### config.mk
export PLATFORM = sky130hd
export DESIGN_NAME = night_battery_charge_sequencer
export DESIGN_NICKNAME = d
export VERILOG_FILES = /design/src/design/nbcs_pkg.sv /design/src/design/night_battery_charge_sequencer.sv
export VERILOG_INCLUDE_DIRS = /design/src /design/src/design
export SDC_FILE = /design/constraint.sdc
export NUM_CORES = 1
export LEC_CHECK = 0
export ABC_CLOCK_PERIOD_IN_PS = 6800
export BUFFER_PORTS_ARGS = -buffer_cell sky130_fd_sc_hd__buf_2
export CAP_MARGIN = 20
export CORE_MARGIN = 8
export CORE_UTILIZATION = 53
export DETAILED_ROUTE_END_ITERATION = 16
export GPL_TIMING_DRIVEN = 0
export PLACE_DENSITY = 0.71
export SYNTH_ARGS = -nofsm -noshare
export SYNTH_HDL_FRONTEND = slang
export SYNTH_SLANG_ARGS = --single-unit
### constraint.sdc
create_clock -name clk -period 6.8 [get_ports clk]
set_input_delay 1.36 -clock clk [delete_from_list [all_inputs] [get_ports clk]]
set_output_delay 1.36 -clock clk [all_outputs]
set_load 0.05 [all_outputs]
### src/design/night_battery_charge_sequencer_macros.svh
// Assertion macros for the night battery charge sequencer.
// Each macro expects signals named clk and rst in the module that uses it.
`ifndef NIGHT_BATTERY_CHARGE_SEQUENCER_MACROS_SVH
`define NIGHT_BATTERY_CHARGE_SEQUENCER_MACROS_SVH
`ifndef SYNTH
// Consequence must hold in the same cycle as the antecedent.
`define NBCS_ASSERT_SAME(label, ante, cons) \
  label: assert property (@(posedge clk) disable iff (rst) (ante) |-> (cons)) \
    else $error("nbcs: same-cycle check failed");
// Consequence must hold in the cycle after the antecedent.
`define NBCS_ASSERT_NEXT(label, ante, cons) \
  label: assert property (@(posedge clk) disable iff (rst) (ante) |=> (cons)) \
    else $error("nbcs: next-cycle check failed");
`else
`define NBCS_ASSERT_SAME(label, ante, cons)
`define NBCS_ASSERT_NEXT(label, ante, cons)
`endif
`endif

### src/design/nbcs_pkg.sv
`default_nettype none

package nbcs_pkg;

  localparam int CNT_W = 24;
  localparam int REF_W = 16;

  localparam logic [CNT_W-1:0] CNT_MAX        = {CNT_W{1'b1}};
  localparam logic [CNT_W-1:0] SETTLE_TICKS   = CNT_W'(1000);
  localparam logic [CNT_W-1:0] VERIFY_TICKS   = CNT_W'(10000);
  localparam logic [CNT_W-1:0] COMPLETE_TICKS = CNT_W'(5000);
  localparam logic [CNT_W-1:0] TICKS_PER_MIN  = CNT_W'(60000);

  localparam logic [3:0] PHASE_DONE  = 4'd9;
  localparam logic [1:0] MAX_RETRIES = 2'd3;

  // -512 and -160, the references used while the converter starts up.
  localparam logic signed [REF_W-1:0] START_POWER_REF   = -16'sd512;
  localparam logic signed [REF_W-1:0] START_CURRENT_REF = -16'sd160;

  typedef enum logic [1:0] {
    CFG_TIME_LIMIT  = 2'd0,
    CFG_POWER_REF   = 2'd1,
    CFG_CURRENT_REF = 2'd2
  } cfg_index_t;

  typedef enum logic [6:0] {
    ST_INIT         = 7'b000_0001,
    ST_CHECK        = 7'b000_0010,
    ST_START_DCDC   = 7'b000_0100,
    ST_START_INV    = 7'b000_1000,
    ST_RESTART_DCDC = 7'b001_0000,
    ST_CHARGE       = 7'b010_0000,
    ST_FAILED       = 7'b100_0000
  } state_t;

  typedef enum logic [2:0] {
    CODE_INIT         = 3'd0,
    CODE_CHECK        = 3'd1,
    CODE_START_DCDC   = 3'd2,
    CODE_START_INV    = 3'd3,
    CODE_RESTART_DCDC = 3'd4,
    CODE_CHARGE       = 3'd5,
    CODE_FAILED       = 3'd6
  } state_code_t;

  // Binary state code as reported on the result channel.
  function automatic logic [2:0] state_code(state_t s);
    logic [2:0] c;
    case (s)
      ST_INIT:         c = CODE_INIT;
      ST_CHECK:        c = CODE_CHECK;
      ST_START_DCDC:   c = CODE_START_DCDC;
      ST_START_INV:    c = CODE_START_INV;
      ST_RESTART_DCDC: c = CODE_RESTART_DCDC;
      ST_CHARGE:       c = CODE_CHARGE;
      ST_FAILED:       c = CODE_FAILED;
      default:         c = CODE_INIT;
    endcase
    return c;
  endfunction

  // Increment that sticks at the counter's top value.
  function automatic logic [CNT_W-1:0] sat_inc(logic [CNT_W-1:0] v);
    return (v == CNT_MAX) ? CNT_MAX : v + CNT_W'(1);
  endfunction

endpackage

`default_nettype wire

### src/design/night_battery_charge_sequencer.sv
//  Channel  | Handshake            | Payload
//  ---------+----------------------+---------------------------------------------
//  in       | in_valid / in_ready  | dcdc_running, inverter_running,
//           |                      | protect_power_off, reclose_failed,
//           |                      | dcdc_charge_phase
//  out      | out_valid / out_ready| seq_state, dcdc_enable_cmd, power_ref_*,
//           |                      | current_ref_*, inverter_on_cmd,
//           |                      | generator_off_cmd, profile_switch_req
//  cfg      | cfg_wr_en            | cfg_index, cfg_data (write only, no wait)
//
//  Each status beat produces exactly one result beat: the accepted status beat is held in the
//  input register, and its result is captured in the result register.
//  Throughput is one beat per clock while out_ready does not stall, set by the combinational
//  sequencer update between the input register and the result register.
//  Reset (rst, synchronous) returns the sequencer to init with the entry flag set,
//  clears counters and config registers. A stall on out_ready backs up through
//  the input register to in_ready; no beat is dropped or repeated.
`default_nettype none

`include "night_battery_charge_sequencer_macros.svh"

module night_battery_charge_sequencer (
  input  logic                                clk,
  input  logic                                rst,
  // Status ticks.
  input  logic                                in_valid,
  output logic                                in_ready,
  input  logic                                dcdc_running,
  input  logic                                inverter_running,
  input  logic                                protect_power_off,
  input  logic                                reclose_failed,
  input  logic [3:0]                          dcdc_charge_phase,
  // Results.
  output logic                                out_valid,
  input  logic                                out_ready,
  output logic [2:0]                          seq_state,
  output logic                                dcdc_enable_cmd,
  output logic                                power_ref_load,
  output logic signed [nbcs_pkg::REF_W-1:0]   power_ref_value,
  output logic                                current_ref_load,
  output logic signed [nbcs_pkg::REF_W-1:0]   current_ref_value,
  output logic                                inverter_on_cmd,
  output logic                                generator_off_cmd,
  output logic                                profile_switch_req,
  // Configuration writes.
  input  logic                                cfg_wr_en,
  input  logic [1:0]                          cfg_index,
  input  logic [nbcs_pkg::REF_W-1:0]          cfg_data
);

  // Configuration. The time limit is kept already scaled to ticks so the
  // per-beat compare needs no multiplier; the product is taken once at write time.
  logic [nbcs_pkg::CNT_W-1:0]        limit_ticks;
  logic signed [nbcs_pkg::REF_W-1:0] charge_power_ref;
  logic signed [nbcs_pkg::REF_W-1:0] charge_current_ref;

  always_ff @(posedge clk) begin
    if (rst) begin
      limit_ticks        <= '0;
      charge_power_ref   <= '0;
      charge_current_ref <= '0;
    end else if (cfg_wr_en) begin
      case (nbcs_pkg::cfg_index_t'(cfg_index))
        nbcs_pkg::CFG_TIME_LIMIT: begin
          limit_ticks <= nbcs_pkg::CNT_W'(cfg_data[7:0]) * nbcs_pkg::TICKS_PER_MIN;
        end
        nbcs_pkg::CFG_POWER_REF: begin
          charge_power_ref <= cfg_data;
        end
        nbcs_pkg::CFG_CURRENT_REF: begin
          charge_current_ref <= cfg_data;
        end
        default: begin
        end
      endcase
    end
  end

  // Input register. It advances whenever the result register can take a beat.
  logic       s1_valid;
  logic       s1_dcdc;
  logic       s1_inv;
  logic       s1_prot;
  logic       s1_recl;
  logic [3:0] s1_phase;
  logic       advance;
  logic       fire;

  assign advance  = !out_valid || out_ready;
  assign in_ready = !s1_valid || advance;
  assign fire     = s1_valid && advance;

  always_ff @(posedge clk) begin
    if (rst) begin
      s1_valid <= 1'b0;
    end else if (in_ready) begin
      s1_valid <= in_valid;
    end
  end

  always_ff @(posedge clk) begin
    if (in_valid && in_ready) begin
      s1_dcdc  <= dcdc_running;
      s1_inv   <= inverter_running;
      s1_prot  <= protect_power_off;
      s1_recl  <= reclose_failed;
      s1_phase <= dcdc_charge_phase;
    end
  end

  // Sequencer state. The entry flag is set whenever the state changed on the
  // previous beat, and it is set out of reset so init takes its entry action.
  nbcs_pkg::state_t           state;
  logic                       entry;
  logic [nbcs_pkg::CNT_W-1:0] tick_count;
  logic [nbcs_pkg::CNT_W-1:0] charge_tick_count;
  logic [1:0]                 retry_count;

  nbcs_pkg::state_t           state_next;
  nbcs_pkg::state_t           forced;
  logic [nbcs_pkg::CNT_W-1:0] tick_count_next;
  logic [nbcs_pkg::CNT_W-1:0] charge_tick_count_next;
  logic [1:0]                 retry_count_next;
  logic [nbcs_pkg::CNT_W-1:0] tick_inc;
  logic [nbcs_pkg::CNT_W-1:0] charge_inc;
  logic [1:0]                 retry_inc;

  logic                              ena_next;
  logic                              pload_next;
  logic signed [nbcs_pkg::REF_W-1:0] pval_next;
  logic                              iload_next;
  logic signed [nbcs_pkg::REF_W-1:0] ival_next;
  logic                              invon_next;
  logic                              genoff_next;
  logic                              req_next;

  always_comb begin
    // Counting states restart their counters on the entry beat.
    tick_inc   = nbcs_pkg::sat_inc(entry ? '0 : tick_count);
    charge_inc = nbcs_pkg::sat_inc(entry ? '0 : charge_tick_count);
    retry_inc  = (retry_count == nbcs_pkg::MAX_RETRIES) ? retry_count : retry_count + 2'd1;

    // A dead converter with no retries left, or any protection trip, overrides
    // the current state before the state's own actions are evaluated.
    forced = state;
    if (!s1_dcdc && retry_count == nbcs_pkg::MAX_RETRIES) begin
      forced = nbcs_pkg::ST_FAILED;
    end
    if (s1_prot || s1_recl) begin
      forced = nbcs_pkg::ST_FAILED;
    end

    state_next             = forced;
    tick_count_next        = tick_count;
    charge_tick_count_next = charge_tick_count;
    retry_count_next       = retry_count;
    ena_next               = 1'b0;
    pload_next             = 1'b0;
    pval_next              = '0;
    iload_next             = 1'b0;
    ival_next              = '0;
    invon_next             = 1'b0;
    genoff_next            = 1'b0;
    req_next               = 1'b0;

    case (forced)
      nbcs_pkg::ST_INIT: begin
        if (entry) begin
          retry_count_next = '0;
          genoff_next      = 1'b1;
        end
        state_next = (s1_dcdc && s1_inv) ? nbcs_pkg::ST_CHARGE : nbcs_pkg::ST_CHECK;
      end
      nbcs_pkg::ST_CHECK: begin
        tick_count_next = tick_inc;
        if (s1_dcdc) begin
          state_next = nbcs_pkg::ST_START_DCDC;
        end else if (tick_inc > nbcs_pkg::SETTLE_TICKS) begin
          tick_count_next = nbcs_pkg::SETTLE_TICKS;
          if (retry_count != nbcs_pkg::MAX_RETRIES) begin
            state_next = nbcs_pkg::ST_START_DCDC;
          end
        end
      end
      nbcs_pkg::ST_START_DCDC: begin
        if (entry) begin
          pload_next = 1'b1;
          pval_next  = nbcs_pkg::START_POWER_REF;
          iload_next = 1'b1;
          ival_next  = nbcs_pkg::START_CURRENT_REF;
          ena_next   = 1'b1;
        end
        tick_count_next = tick_inc;
        if (tick_inc > nbcs_pkg::VERIFY_TICKS) begin
          if (s1_dcdc) begin
            retry_count_next = '0;
            state_next       = nbcs_pkg::ST_START_INV;
          end else begin
            retry_count_next = retry_inc;
            state_next       = nbcs_pkg::ST_CHECK;
          end
        end
      end
      nbcs_pkg::ST_RESTART_DCDC: begin
        ena_next        = entry;
        tick_count_next = tick_inc;
        if (tick_inc > nbcs_pkg::VERIFY_TICKS) begin
          retry_count_next = s1_dcdc ? 2'd0 : retry_inc;
          state_next       = nbcs_pkg::ST_CHARGE;
        end
      end
      nbcs_pkg::ST_START_INV: begin
        invon_next      = !s1_inv;
        tick_count_next = tick_inc;
        if (s1_inv) begin
          state_next = nbcs_pkg::ST_CHARGE;
        end
        req_next = (tick_inc > limit_ticks);
      end
      nbcs_pkg::ST_CHARGE: begin
        if (entry) begin
          pload_next = 1'b1;
          pval_next  = charge_power_ref;
          iload_next = 1'b1;
          ival_next  = charge_current_ref;
        end
        tick_count_next        = tick_inc;
        charge_tick_count_next = charge_inc;
        if (!s1_dcdc && retry_count != nbcs_pkg::MAX_RETRIES) begin
          state_next = nbcs_pkg::ST_RESTART_DCDC;
        end
        if (tick_inc > nbcs_pkg::COMPLETE_TICKS) begin
          tick_count_next = nbcs_pkg::COMPLETE_TICKS;
          if (s1_phase == nbcs_pkg::PHASE_DONE) begin
            req_next = 1'b1;
          end
        end
        if (charge_inc > limit_ticks) begin
          req_next = 1'b1;
        end
      end
      nbcs_pkg::ST_FAILED: begin
        // The entry flag looks at the state before the override, so the
        // profile request follows one beat after a forced jump.
        req_next = entry;
      end
      default: begin
      end
    endcase
  end

  always_ff @(posedge clk) begin
    if (rst) begin
      state             <= nbcs_pkg::ST_INIT;
      entry             <= 1'b1;
      tick_count        <= '0;
      charge_tick_count <= '0;
      retry_count       <= '0;
    end else if (fire) begin
      state             <= state_next;
      entry             <= (state_next != state);
      tick_count        <= tick_count_next;
      charge_tick_count <= charge_tick_count_next;
      retry_count       <= retry_count_next;
    end
  end

  // Result register.
  always_ff @(posedge clk) begin
    if (rst) begin
      out_valid <= 1'b0;
    end else if (fire) begin
      out_valid <= 1'b1;
    end else if (out_ready) begin
      out_valid <= 1'b0;
    end
  end

  always_ff @(posedge clk) begin
    if (fire) begin
      seq_state          <= nbcs_pkg::state_code(state_next);
      dcdc_enable_cmd    <= ena_next;
      power_ref_load     <= pload_next;
      power_ref_value    <= pval_next;
      current_ref_load   <= iload_next;
      current_ref_value  <= ival_next;
      inverter_on_cmd    <= invon_next;
      generator_off_cmd  <= genoff_next;
      profile_switch_req <= req_next;
    end
  end

  // Failed is left only through reset.
  `NBCS_ASSERT_NEXT(a_failed_sticks, state == nbcs_pkg::ST_FAILED, state == nbcs_pkg::ST_FAILED)
  // A protection trip always reports the failed state.
  `NBCS_ASSERT_NEXT(a_trip_fails, fire && (s1_prot || s1_recl), seq_state == nbcs_pkg::CODE_FAILED)
  // A stopped converter with all retries spent reports the failed state.
  `NBCS_ASSERT_NEXT(a_retry_spent, fire && !s1_dcdc && retry_count == nbcs_pkg::MAX_RETRIES, seq_state == nbcs_pkg::CODE_FAILED)
  // The converter enable only appears while starting or restarting it.
  `NBCS_ASSERT_SAME(a_enable_state, out_valid && dcdc_enable_cmd, seq_state == nbcs_pkg::CODE_START_DCDC || seq_state == nbcs_pkg::CODE_RESTART_DCDC)

endmodule

`default_nettype wire
# Word level (Yosys, flattened, before mapping)
# Index checks and enable logic that the tools add are counted.
totals:
  inputBits: 31
  reg_bits: 159
classes:
  addsub: 3
  multipliers: 1
  n_mux: 40
  order_cmp: 5
  n_eq_ne: 24
  reduce_logical: 25
ops:
  columns: ["cell", "n"]
  rows:
  - ["$mux 24", 7]
  - ["$pmux 24 s3", 1]
  - ["$mux 16", 4]
  - ["$pmux 16 s2", 2]
  - ["$mux 7", 9]
  - ["$add 24x1->24 const B", 2]
  - ["$eq 24x24->1 const B", 2]
  - ["$gt 24x24->1", 2]
  - ["$pmux 7 s6", 1]
  - ["$gt 24x10->1 const B", 1]
  - ["$gt 24x13->1 const B", 1]
  - ["$gt 24x14->1 const B", 1]
  - ["$mul 8x11->19 const B", 1]
  - ["$pmux 3 s6", 1]
  - ["$eq 7x2->1 const B", 2]
  - ["$eq 7x3->1 const B", 2]
  - ["$eq 7x4->1 const B", 2]
  - ["$eq 7x5->1 const B", 2]
  - ["$eq 7x6->1 const B", 2]
  - ["$eq 7x7->1 const B", 2]
  - ["$reduce_and 2->1", 5]
  - ["$mux 2", 4]
  - ["$eq 7x1->1 const B", 1]
  - ["$ne 7x7->1", 1]
  - ["other kinds (22)", 40]

# Longest topological paths before layout
# Gate-level depths: netlist (run 1).
logic_depth:
  ltp_word: 10
  depth_mapped: 27
  ltp_nobuf: 19

# Worst setup path before layout (run 1)
# No wires, ideal clock.
synth_timing:
  path_type: "register to register"
  startpoint: "register entry"
  endpoint: "register profile_switch_req (data pin)"
  synth_period_minus_slack_ns: 5.459
  arrival_ns: 5.192
  path_stages_with_launch: 28
  t_required_ns: 6.534
  path_slack_ns: 1.341
  n_path_buf: 8
  path_cell_list: "dfxtp_1 clkbuf_1 clkbuf_1 clkbuf_1 clkbuf_1 clkbuf_1 clkbuf_1 clkbuf_1 nor2b_1 ha_1 nand3_1 nor2_1 and4_1 nor2b_1 nand2_1 clkbuf_1 nand2_1 ha_1 a21o_1 a21o_1 a21o_1 a21o_1 a21o_1 a21o_1 a21oi_1 o2111ai_1 nand3_1 o211ai_1"
synth_lines:
  columns: ["item", "line", "text"]
  rows:
  - ["start, declared", "night_battery_charge_sequencer.sv:114", "logic entry;"]
  - ["start signal, assigned", "night_battery_charge_sequencer.sv:261", "entry <= (state_next != state);"]
  - ["$mux 24 *", "night_battery_charge_sequencer.sv:140", "charge_inc = nbcs_pkg::sat_inc(entry ? '0 : charge_tick_count);"]
  - ["$add 24x1->24 / $eq 24x24->1 (equally long branches)", "nbcs_pkg.sv:65", "return (v == CNT_MAX) ? CNT_MAX : v + CNT_W'(1);"]
  - ["$mux 24 *", "nbcs_pkg.sv:65", null]
  - ["via charge_inc (one bit)", "night_battery_charge_sequencer.sv:125", "logic [nbcs_pkg::CNT_W-1:0] charge_inc;"]
  - ["$gt 24x24->1 *", "night_battery_charge_sequencer.sv:238", "if (charge_inc > limit_ticks) begin"]
  - ["$mux 1 *", "night_battery_charge_sequencer.sv:238", null]
  - ["$pmux 1 s3 *", "night_battery_charge_sequencer.sv:166", "case (forced)"]
  - ["via req_next", "night_battery_charge_sequencer.sv:135", "logic req_next;"]
  - ["end signal, assigned", "night_battery_charge_sequencer.sv:289", "profile_switch_req <= req_next;"]
  - ["end, declared", "night_battery_charge_sequencer.sv:44", "output logic profile_switch_req,"]
# Mark *: on every way through the listed nets, which the timed path passes. The rest lies on a longest branch.
# A chain may end at the register's enable or synchronous reset.

# Final worst setup path (run 1)
# Ends and elaborated chain as after synthesis.

==> out/results.tsv, run 1 <==
stage	metric	value	unit
synth	Synth Cell Area	10700	um^2
worst_setup_path	CP Launch Type	register	
place	DP Wirelength	22.3	mm
detailed_routing	Pre-antenna DRT Iters	6	
finish	synthesis-to-layout area growth	12.9	%
pwr	combinational share of power	0.234	
finish	nets	1519	
worst_setup_path	Top Family by Delay on Critical Path	buffers and inverters	
clock_tree	clk sink count	159	
worst_setup_path	Worst Setup End Kind	register	
detailed_routing	Routed WL	29.4	mm
synth	Synth cell types	70	
finish	post-route cell area	12100	um^2
worst_setup_path	Crit Path Class	reg2reg	
timing	final hold slack	0.453	ns
finish	share of layout cells above drive strength 1	0.107	
global_routing	gr usage total	0.235	
timing	Slew Limit Fails	0	
run	max_cap viols	0	
timing	Peak Freq	153	MHz
worst_setup_path	slowest CP cell	dfxtp_1	
clock_tree	CTS Buf Count	17	
synth	synthesized net count	1425	
detailed_routing	Detail Route Antenna Nets	0	
pwr	Max VDD drop	0.000193	V
synth	Post-synth EDFFs	48	
timing	setup violators final	0	
timing	relative slew slack	0.481	
worst_setup_path	worst path required time	6.96	ns
detailed_routing	Initial DRC Count	601	
floorplanning	Initial Utilization	0.535	
synth	count leader, synth	nand2_1	
place	placed cell area	11400	um^2
timing	worst-margin pin slew	0.779	ns
clock_tree	CTS Hold Bufs	0	
timing	post-layout minimum cycle time	6.53	ns
clock_tree	CTS HTree Levels	4	
synth	Main synth FF type	dfxtp_1	
floorplanning	die area	25000	um^2
clock_tree	clk_lat worst skew	0.43	ns
pwr	Int Pwr	0.00176	W
finish	diode count	0	
detailed_routing	drt via density	5.88	
pwr	switching share of total power	0.334	
synth	Synth Register Bits	159	
detailed_routing	mean routed wirelength per cell	17.7	um
floorplanning	row cnt	52	
worst_setup_path	crit-path max cell delay	0.40	ns
clock_tree	Root Buffer	clkbuf_16	
pwr	Power Density	219	nW/um^2
synth	FFs w/ async S/R, synth	0	
timing	setup_tns	0	ns
global_routing	largest net degree at the start of global routing	35	
synth	Mean Syn Cell Area	8.37	um^2
synth	Yosys top cell by area	dfxtp_1	
hold_path	worst min path class	reg2reg	
worst_setup_path	Worst Path Arrival	6.69	ns
synth	dominant cells by area after synthesis	dfxtp_1 21%, edfxtp_1 13%, ha_1 11%, nand2_1 5.6%, a21oi_1 4.7%	
detailed_routing	detailed-route via count	9754	
synth	synthesized instance count	1281	
finish	Filler cells	1844	
clock_tree	clock buffer depth	2	
synth	sequential cell area fraction in the yosys report	0.342	
clock_tree	Clock transition at path regs	0.07	ns
pwr	NetSw	0.000884	W
synth	share of the synthesized area in the top cell type	0.207	
clock_tree	CTS tree	done	
floorplanning	core box area	20000	um^2
worst_setup_path	CP max FO	19	
worst_setup_path	Crit path top cell by count	clkbuf_2	
detailed_routing	DRC Markers	0	
global_routing	grt ovf	0	
pwr	leakage power	5.15	nW
timing	unrepaired setup endpoints after global routing	no	
global_routing	vias in the first global route	9160	
status	outcome	completed	
place	PortBufs	72	
pwr	part of the power in registers	0.386	
synth	Post-synth top cells	161 x nand2_1, 111 x dfxtp_1, 109 x nor2_1	
global_routing	antenna violations before repair	0	
timing	Tcrit/Tclk final	0.960	
timing	skew final	0.0133	ns
synth	YS warnings	0	
worst_setup_path	CP bufs+invs	7	
floorplanning	io pins	74	
worst_setup_path	worst reg-to-reg setup slack	0.27	ns
timing	final hold vios	0	
place	gpl congestion	1.00	
global_routing	global-route wire length before repair	46.5	mm
floorplanning	Die X	158	um
floorplanning	die height	158	um
pwr	Clock Power Share	0.379	
[per-layer routing]
layer / vias up / GRT usage / share of wire
met3: 71 / 0.0328 / 0.058
met4: 0 / 0.103 / 0.032
li1: 4732 / - / -
met1: 4569 / 0.294 / 0.42
met2: 382 / 0.398 / 0.49
met5: - / 0 / 0
[path summary, 6_finish.rpt]
path / start / cells after the start / end
max: entry$_SDFFE_PP1P_ / 26 / profile_switch_req$_DFFE_PP_
min: limit_ticks[19]$_SDFFE_PP0P_ / 2 / limit_ticks[19]$_SDFFE_PP0P_
max reg2reg: entry$_SDFFE_PP1P_ / 26 / profile_switch_req$_DFFE_PP_
min reg2reg: limit_ticks[19]$_SDFFE_PP0P_ / 2 / limit_ticks[19]$_SDFFE_PP0P_
[worst reg2reg max path: stages (launching register included)]
cell and delay (ns):
dfxtp_1 0.40, clkbuf_2 0.25, buf_2 0.36, clkbuf_2 0.40, clkbuf_2 0.32, clkbuf_2 0.33
clkbuf_2 0.33, nor2b_1 0.09, ha_1 0.26, nand3_1 0.17, nor2_1 0.09, and4_1 0.29
nor2b_1 0.19, nand2_1 0.28, clkbuf_2 0.34, nand3_1 0.18, ha_1 0.33, a21o_1 0.16
a21o_1 0.17, a21o_1 0.16, a21o_1 0.17, a21oi_1 0.15, nor2b_1 0.06, o21ai_0 0.28
o2111ai_1 0.22, nand3_1 0.19, o211ai_1 0.11
[layout make-up]
cell class,instances,area (um^2),share of cell area
plain buffers,67,280,0.0232
clock buffers,17,425,0.0352
clock inverters,15,201,0.0166
inverters,87,327,0.0270
multi-input cells,967,6460,0.534
flip-flops and latches,159,3660,0.303
well taps,270,338,0.0279
repair buffers,76,403,0.0333
[power groups by stage]
stage | Sequential [W] | Combinational (W) | Clock [W]
final | 0.00102 | 0.000620 | 0.00100
after global routing | 0.00103 | 0.000700 | 0.00105
after CTS | 0.00102 | 0.000622 | 0.00101
after detailed placement | 0.00105 | 0.000614 | 0
after global placement | 0.00105 | 0.000603 | 0
after floorplan | 0.00107 | 0.000430 | 0
[repair_timing]
item	4_1_cts	5_1_grt
gates cloned	0	0
pin swaps	0	1
buffers inserted	0	2
setup endpoints to repair	29	26
resized for setup	7	3
[cells by family after synthesis]
kind of cell | share of synthesized area
fa+ha+maj | 0.147
xor+xnor | 0.0351
simple gates | 0.241
buf+inv | 0.0560
compound gates | 0.171
mux | 0.00793
flops | 0.342
[stage by stage]
stage                     total power, W  cells  setup slack (ns)  utilization
after floorplan                  0.00150   1281              1.34            -
after global placement           0.00165   1623             -1.10        0.570
after global routing             0.00278   1658            0.0238        0.604
final                            0.00265   1658             0.274        0.604
after CTS                        0.00266   1656           0.00420        0.603
after detailed placement         0.00166   1624             -1.05        0.571
[layout by cell type (no fill, tap or decap), drive strengths merged, types with 5 or more instances in the layout]
master	netlist	final
a211oi	13	13
a21o	38	38
a21oi	101	101
a221oi	5	5
a22oi	16	16
a311oi	5	5
a31oi	8	8
and2	14	14
and3	22	22
and4	6	6
buf	10	86
clkbuf	58	74
clkinv	0	6
dfxtp	111	111
edfxtp	48	48
fa	22	22
ha	91	91
inv	87	96
mux2i	7	7
nand2	161	161
nand2b	18	18
nand3	29	29
nand3b	6	6
nand4	30	30
nor2	109	109
nor2b	23	23
nor3	40	40
nor3b	5	5
nor4	14	14
o211ai	6	6
o21a	10	10
o21ai	48	48
o31ai	6	6
or2	8	8
or3	11	11
or4	8	8
xnor2	26	26
xor2	17	17
[registers in the layout, indices dropped and copies added (netlist names), 2 cells and up]
register and cells:
charge_tick_count 24, tick_count 24, limit_ticks 19, charge_current_ref 16, charge_power_ref 16, current_ref_value 16, power_ref_value 16, state 7
s1_phase 4, seq_state 3, retry_count 2
Note: power is estimated with default switching activity, not from simulation.
==> run 2, diff against run 1 <==
--- a/config.mk
+++ b/config.mk
@@ -6,7 +6,7 @@
 export SDC_FILE = /design/constraint.sdc
 export NUM_CORES = 1
 export LEC_CHECK = 0
-export ABC_CLOCK_PERIOD_IN_PS = 6800
+export ABC_CLOCK_PERIOD_IN_PS = 6500
 export BUFFER_PORTS_ARGS = -buffer_cell sky130_fd_sc_hd__buf_2
 export CAP_MARGIN = 20
 export CORE_MARGIN = 8
==> constraint.sdc (replaced) <==
create_clock -name clk -period 6.5 [get_ports clk]
set_input_delay 1.3 -clock clk [delete_from_list [all_inputs] [get_ports clk]]
set_output_delay 1.3 -clock clk [all_outputs]
set_load 0.05 [all_outputs]
==> out/results.tsv, run 2 (synthesis gave the netlist of run 1 again) <==
stage	metric	value	unit	change
clock_tree	clk_lat worst skew	0.43	ns	about the same
place	DP Wirelength	22.3	mm	unchanged
timing	setup violators final	0		unchanged
timing	setup_tns	0	ns	unchanged
floorplanning	row cnt	52		unchanged
floorplanning	io pins	74		unchanged
detailed_routing	Routed WL	29.1	mm	was 29.4 mm
finish	Filler cells	1846		was 1,844
finish	synthesis-to-layout area growth	12.8	%	was 12.9%
detailed_routing	Pre-antenna DRT Iters	7		was 6
hold_path	worst min path class	reg2reg		unchanged
global_routing	grt ovf	0		unchanged
timing	Tcrit/Tclk final	0.952		was 0.960
pwr	leakage power	5.14	nW	was 5.15 nW
finish	register area	3660	um^2	unchanged
clock_tree	CTS tree	done		unchanged
finish	top flop regs	charge_tick_count x24, tick_count x24, limit_ticks x19		unchanged
global_routing	antenna violations before repair	0		unchanged
timing	relative slew slack	0.477		was 0.481
place	placed cell area	11400	um^2	unchanged
run	max_cap viols	0		unchanged
place	gpl congestion	1.00		unchanged
detailed_routing	Met1 Wirelength	12.4	mm	was 12.5 mm
timing	skew final	0.0120	ns	was 0.0133 ns
clock_tree	CTS HTree Levels	4		unchanged
timing	unrepaired setup endpoints after global routing	no		unchanged
detailed_routing	top routing layer in use	met4		unchanged
floorplanning	Die X	158	um	unchanged
pwr	Max VDD drop	0.000203	V	was 0.000193 V
worst_setup_path	worst path required time	6.66	ns	was 6.96 ns
finish	most frequent cells in the layout	161 x nand2_1, 111 x dfxtp_1, 109 x nor2_1, 101 x a21oi_1, 91 x ha_1		unchanged
clock_tree	Root Buffer	clkbuf_16		unchanged
timing	Slew Limit Fails	0		unchanged
timing	final hold vios	0		unchanged
detailed_routing	drt via density	5.82		was 5.88
finish	most common cell after layout, fill and taps aside	nand2_1		unchanged
finish	post-route cell area	12100	um^2	about the same
finish	nets	1517		was 1,519
clock_tree	Clock transition at path regs	0.07	ns	about the same
status	outcome	completed		unchanged
detailed_routing	Detail Route Antenna Nets	0		unchanged
clock_tree	CTS Buf Count	17		unchanged
clock_tree	clock buffer depth	2		unchanged
detailed_routing	Initial DRC Count	610		was 601
detailed_routing	DRC Markers	0		unchanged
detailed_routing	detailed-route via count	9635		was 9,754
finish	diode count	0		unchanged
floorplanning	Initial Utilization	0.535		unchanged
worst_setup_path	CP max FO	28		was 19
global_routing	vias in the first global route	9157		was 9,160
worst_setup_path	Worst Setup End Kind	register		unchanged
detailed_routing	mean routed wirelength per cell	17.6	um	was 17.7 um
detailed_routing	routed wl met3	1.58	mm	was 1.71 mm
pwr	Power Density	229	nW/um^2	was 219 nW/um^2
timing	post-layout minimum cycle time	6.19	ns	was 6.53 ns
timing	Peak Freq	162	MHz	was 153 MHz
global_routing	gr usage total	0.235		about the same
worst_setup_path	CP Launch Type	register		unchanged
finish	area of the multi-input gates	6460	um^2	unchanged
floorplanning	die area	25000	um^2	unchanged
timing	final hold slack	0.453	ns	about the same
global_routing	largest net degree at the start of global routing	35		unchanged
place	PortBufs	72		unchanged
floorplanning	core box area	20000	um^2	unchanged
global_routing	global-route wire length before repair	46.5	mm	about the same
timing	worst-margin pin slew	0.784	ns	was 0.779 ns
worst_setup_path	Crit Path Class	reg2reg		unchanged
worst_setup_path	Worst Path Arrival	6.35	ns	was 6.69 ns
clock_tree	clk sink count	159		unchanged
detailed_routing	metal2 WL	14.2	mm	was 14.3 mm
finish	share of layout cells above drive strength 1	0.105		was 0.107
floorplanning	die height	158	um	unchanged
run 2: critical path: stages, from the launching register on:
cell and delay (ns):
dfxtp_1 0.41, clkbuf_2 0.26, clkbuf_4 0.40, clkbuf_2 0.32, clkbuf_2 0.32, clkbuf_2 0.32
nor2b_1 0.09, ha_1 0.26, nand3_1 0.17, nor2_1 0.09, and4_1 0.29, nor2b_1 0.19
nand2_1 0.28, clkbuf_2 0.34, nand3_1 0.18, ha_1 0.33, a21o_1 0.16, a21o_1 0.17
a21o_1 0.16, a21o_1 0.17, a21oi_1 0.15, nor2b_1 0.06, o21ai_0 0.26, o2111ai_1 0.23
nand3_1 0.19, o211ai_1 0.11
run 2: path summary, 6_finish.rpt:
check / start / endpoint / slack, ns / cells past startpoint
max: entry$_SDFFE_PP1P_ / profile_switch_req$_DFFE_PP_ / 0.31 / 25
min: limit_ticks[19]$_SDFFE_PP0P_ / limit_ticks[19]$_SDFFE_PP0P_ / 0.45 / 2
max reg2reg: entry$_SDFFE_PP1P_ / profile_switch_req$_DFFE_PP_ / 0.31 / 25
min reg2reg: limit_ticks[19]$_SDFFE_PP0P_ / limit_ticks[19]$_SDFFE_PP0P_ / 0.45 / 2
run 2: cell type report:
type | instances | share of cell area
multi-input combinational | 967 | 0.535
sequential | 159 | 0.303
clock buffer | 17 | 0.0352
timing repair buffer | 75 | 0.0327
tap | 270 | 0.0279
inverter | 87 | 0.0270
buffer | 66 | 0.0230
clock inverter | 15 | 0.0167
run 2: layer usage:
layer / vias up / track usage
met3: 71 / 0.0336
met5: - / 0
met2: 315 / 0.398
li1: 4734 / -
met4: 0 / 0.102
met1: 4515 / 0.293
run 2: power by group:
part	switching, W	total, W	internal, W
combinational	0.000391	0.000648	0.000257
clock	0.000518	0.00105	0.000534
sequential	0.0000161	0.00107	0.00105
run 2: repair_timing:
action,CTS,global route
gates resized for setup,8,2
hold buffers,0,0
endpoints found under the setup margin,37,14
buffers inserted,1,0
pin swaps,1,0
run 2: per-stage QoR:
stage / cells / utilization / worst slack (ns) / power (W)
after floorplan: 1281 / - / 1.04 / 0.00157
after global placement: 1623 / 0.570 / -1.40 / 0.00172
after detailed placement: 1624 / 0.571 / -1.35 / 0.00174
after CTS: 1656 / 0.603 / 0.0833 / 0.00278
after global routing: 1656 / 0.603 / 0.0758 / 0.00291
final: 1656 / 0.603 / 0.313 / 0.00277
==> run 3, diff against run 2 <==
--- a/config.mk
+++ b/config.mk
@@ -10,10 +10,10 @@
 export BUFFER_PORTS_ARGS = -buffer_cell sky130_fd_sc_hd__buf_2
 export CAP_MARGIN = 20
 export CORE_MARGIN = 8
-export CORE_UTILIZATION = 53
+export CORE_UTILIZATION = 45
 export DETAILED_ROUTE_END_ITERATION = 16
 export GPL_TIMING_DRIVEN = 0
-export PLACE_DENSITY = 0.71
+export SLEW_MARGIN = 20
 export SYNTH_ARGS = -nofsm -noshare
 export SYNTH_HDL_FRONTEND = slang
 export SYNTH_SLANG_ARGS = --single-unit
==> out/results.tsv, run 3 (synthesis gave the netlist of run 1 again) <==
stage	metric	value	unit	change
floorplanning	die area	29000	um^2	was 25,000 um^2
clock_tree	clock buffer depth	2		unchanged
floorplanning	die height	170	um	was 158 um
run	max_cap viols	0		unchanged
worst_setup_path	CP max FO	19		was 28
pwr	combinational share of power	0.234		about the same
floorplanning	io pins	74		unchanged
timing	final hold slack	0.452	ns	was 0.453 ns
status	outcome	completed		unchanged
global_routing	vias in the first global route	9130		was 9,157
timing	worst-margin pin slew	0.740	ns	was 0.784 ns
place	Post-Place Setup Slack	-1.52	ns	was -1.35 ns
detailed_routing	drt via density	5.54		was 5.82
timing	relative slew slack	0.507		was 0.477
detailed_routing	Initial DRC Count	738		was 610
clock_tree	clk sink count	159		unchanged
worst_setup_path	slowest CP cell	dfxtp_1		unchanged
timing	Slew Limit Fails	0		unchanged
timing	Peak Freq	164	MHz	was 162 MHz
finish	Filler cells	2341		was 1,846
timing	skew final	0.0147	ns	was 0.0120 ns
worst_setup_path	worst path required time	6.67	ns	was 6.66 ns
worst_setup_path	CP startpoint	entry$_SDFFE_PP1P_		unchanged
global_routing	antenna violations before repair	0		unchanged
floorplanning	Die X	170	um	was 158 um
global_routing	global-route wire length before repair	48.4	mm	was 46.5 mm
finish	non-filler instance count after layout	1703		was 1,656
worst_setup_path	CP bufs+invs	6		unchanged
clock_tree	Clock transition at path regs	0.08	ns	was 0.07 ns
pwr	leakage power	5.13	nW	was 5.14 nW
floorplanning	Initial Utilization	0.458		was 0.535
detailed_routing	Detail Route Antenna Nets	0		unchanged
clock_tree	CTS Buf Count	17		unchanged
pwr	NetSw	0.000926	W	was 0.000924 W
worst_setup_path	RR Startpoint	entry$_SDFFE_PP1P_		unchanged
worst_setup_path	Crit Path Class	reg2reg		unchanged
global_routing	largest net degree at the start of global routing	50		was 35
floorplanning	core box area	23400	um^2	was 20,000 um^2
finish	final core utilization	0.518		was 0.603
clock_tree	clk_lat worst skew	0.44	ns	was 0.43 ns
clock_tree	CTS HTree Levels	4		unchanged
worst_setup_path	Worst Setup End Kind	register		unchanged
global_routing	grt ovf	0		unchanged
timing	Tcrit/Tclk final	0.941		was 0.952
timing	unrepaired setup endpoints after global routing	no		unchanged
place	DP Wirelength	23.4	mm	was 22.3 mm
detailed_routing	Pre-antenna DRT Iters	5		was 7
detailed_routing	mean routed wirelength per cell	17.7	um	was 17.6 um
worst_setup_path	Worst Path Arrival	6.28	ns	was 6.35 ns
pwr	part of the power in registers	0.387		about the same
pwr	Clock Power Share	0.380		about the same
pwr	Max VDD drop	0.000166	V	was 0.000203 V
pwr	Power Density	228	nW/um^2	was 229 nW/um^2
pwr	switching share of total power	0.334		about the same
hold_path	worst min path class	reg2reg		unchanged
timing	setup violators final	0		unchanged
place	dpl cells	1672		was 1,624
finish	top flop regs	charge_tick_count x24, tick_count x24, limit_ticks x19		unchanged
detailed_routing	Routed WL	30.1	mm	was 29.1 mm
timing	setup slack after layout	0.385	ns	was 0.313 ns
floorplanning	row cnt	56		was 52
pwr	Int Pwr	0.00184	W	was 0.00185 W
timing	final hold vios	0		unchanged
hold_path	min-delay src	limit_ticks[13]$_SDFFE_PP0P_		was limit_ticks[19]$_SDFFE_PP0P_
worst_setup_path	Top Family by Delay on Critical Path	buffers and inverters		unchanged
clock_tree	Root Buffer	clkbuf_16		unchanged
place	gpl congestion	0.939		was 1.00
worst_setup_path	crit-path max cell delay	0.39	ns	was 0.41 ns
finish	most frequent cells in the layout	161 x nand2_1, 111 x dfxtp_1, 109 x nor2_1, 101 x a21oi_1, 91 x ha_1		unchanged
detailed_routing	DRC Markers	0		unchanged
finish	nets	1515		was 1,517
pwr	overall power	0.00277	W	about the same
place	PortBufs	72		unchanged
worst_setup_path	CP Launch Type	register		unchanged
finish	synthesis-to-layout area growth	13.1	%	was 12.8%
global_routing	gr usage total	0.209		was 0.235
clock_tree	CTS tree	done		unchanged
detailed_routing	detailed-route via count	9429		was 9,635
finish	most common cell after layout, fill and taps aside	nand2_1		unchanged
finish	share of layout cells above drive strength 1	0.105		about the same
finish	diode count	0		unchanged
timing	post-layout minimum cycle time	6.11	ns	was 6.19 ns
==> run 3: changes by cell type in the layout (fill, tap and decap cells not counted) <==
cell	change
clkbuf_2	-2
o21ai_0	-2
o21ai_1	+2
buf_12	-1
clkbuf_4	+1
clkinv_8	-1
inv_8	+1
nor3b_1	-1
nor3b_2	+1
==> run 3: metal layers <==
metal	up-vias	track usage	share of wire
met1	4468	0.266	0.45
met5	-	0	0
met4	0	0.0706	0.022
met3	38	0.0301	0.036
met2	198	0.360	0.49
li1	4725	-	-
==> run 3: final timing paths <==
| path | slack, ns | end | depth (start not counted) |
|---|---|---|---|
| worst max-delay path | 0.39 | profile_switch_req$_DFFE_PP_ | 25 |
| worst min-delay path | 0.45 | limit_ticks[13]$_SDFFE_PP0P_ | 2 |
| worst max register to register | 0.39 | profile_switch_req$_DFFE_PP_ | 25 |
| worst min register to register | 0.45 | limit_ticks[13]$_SDFFE_PP0P_ | 2 |
==> run 3: layout make-up <==
class / instances / area (um^2) / share of cell area
Buffer: 66 / 283 / 0.0233
Clock inverter: 15 / 196 / 0.0162
Clock buffer: 17 / 425 / 0.0351
Inverter: 87 / 327 / 0.0269
Tap cell: 319 / 399 / 0.0329
Sequential cell: 159 / 3660 / 0.302
Multi-Input combinational cell: 967 / 6470 / 0.533
Timing Repair Buffer: 73 / 368 / 0.0303
==> run 3: worst register-to-register path, stage by stage (launching register included) <==
cell       delay, ns
dfxtp_1         0.39
clkbuf_2        0.25
clkbuf_4        0.32
clkbuf_2        0.37
clkbuf_4        0.37
clkbuf_2        0.34
nor2b_1         0.09
ha_1            0.26
nand3_1         0.18
nor2_1          0.11
and4_1          0.31
nor2b_1         0.20
nand2_1         0.22
clkbuf_2        0.30
nand3_1         0.16
ha_1            0.32
a21o_1          0.16
a21o_1          0.17
a21o_1          0.17
a21o_1          0.17
a21oi_1         0.14
nor2b_1         0.05
o21ai_0         0.27
o2111ai_1       0.22
nand3_1         0.19
o211ai_1        0.10
==> run 3: what timing repair did <==
action | in CTS | in global routing
gates resized for setup | 7 | 6
hold endpoints to repair | 0 | 0
hold buffers | 0 | 0
pin swaps | 1 | 0
buffers inserted | 1 | 0
endpoints found under the setup margin | 37 | 5
==> run 3: metrics by stage <==
stage	cell area (um^2)	setup TNS, ns
2_1_floorplan	10700	0
3_3_place_gp	11500	-31.04
3_5_place_dp	11500	-29.50
4_1_cts	12100	0
5_1_grt	12100	0
6_report	12100	0
==> run 3: power groups by stage <==
| stage | registers (W) | logic (W) | clock network (W) |
|---|---|---|---|
| global route | 0.00108 | 0.000735 | 0.00111 |
| CTS | 0.00107 | 0.000653 | 0.00107 |
| global placement | 0.00109 | 0.000643 | 0 |
| finish | 0.00107 | 0.000647 | 0.00105 |
| detailed placement | 0.00109 | 0.000647 | 0 |
| floorplan | 0.00112 | 0.000450 | 0 |
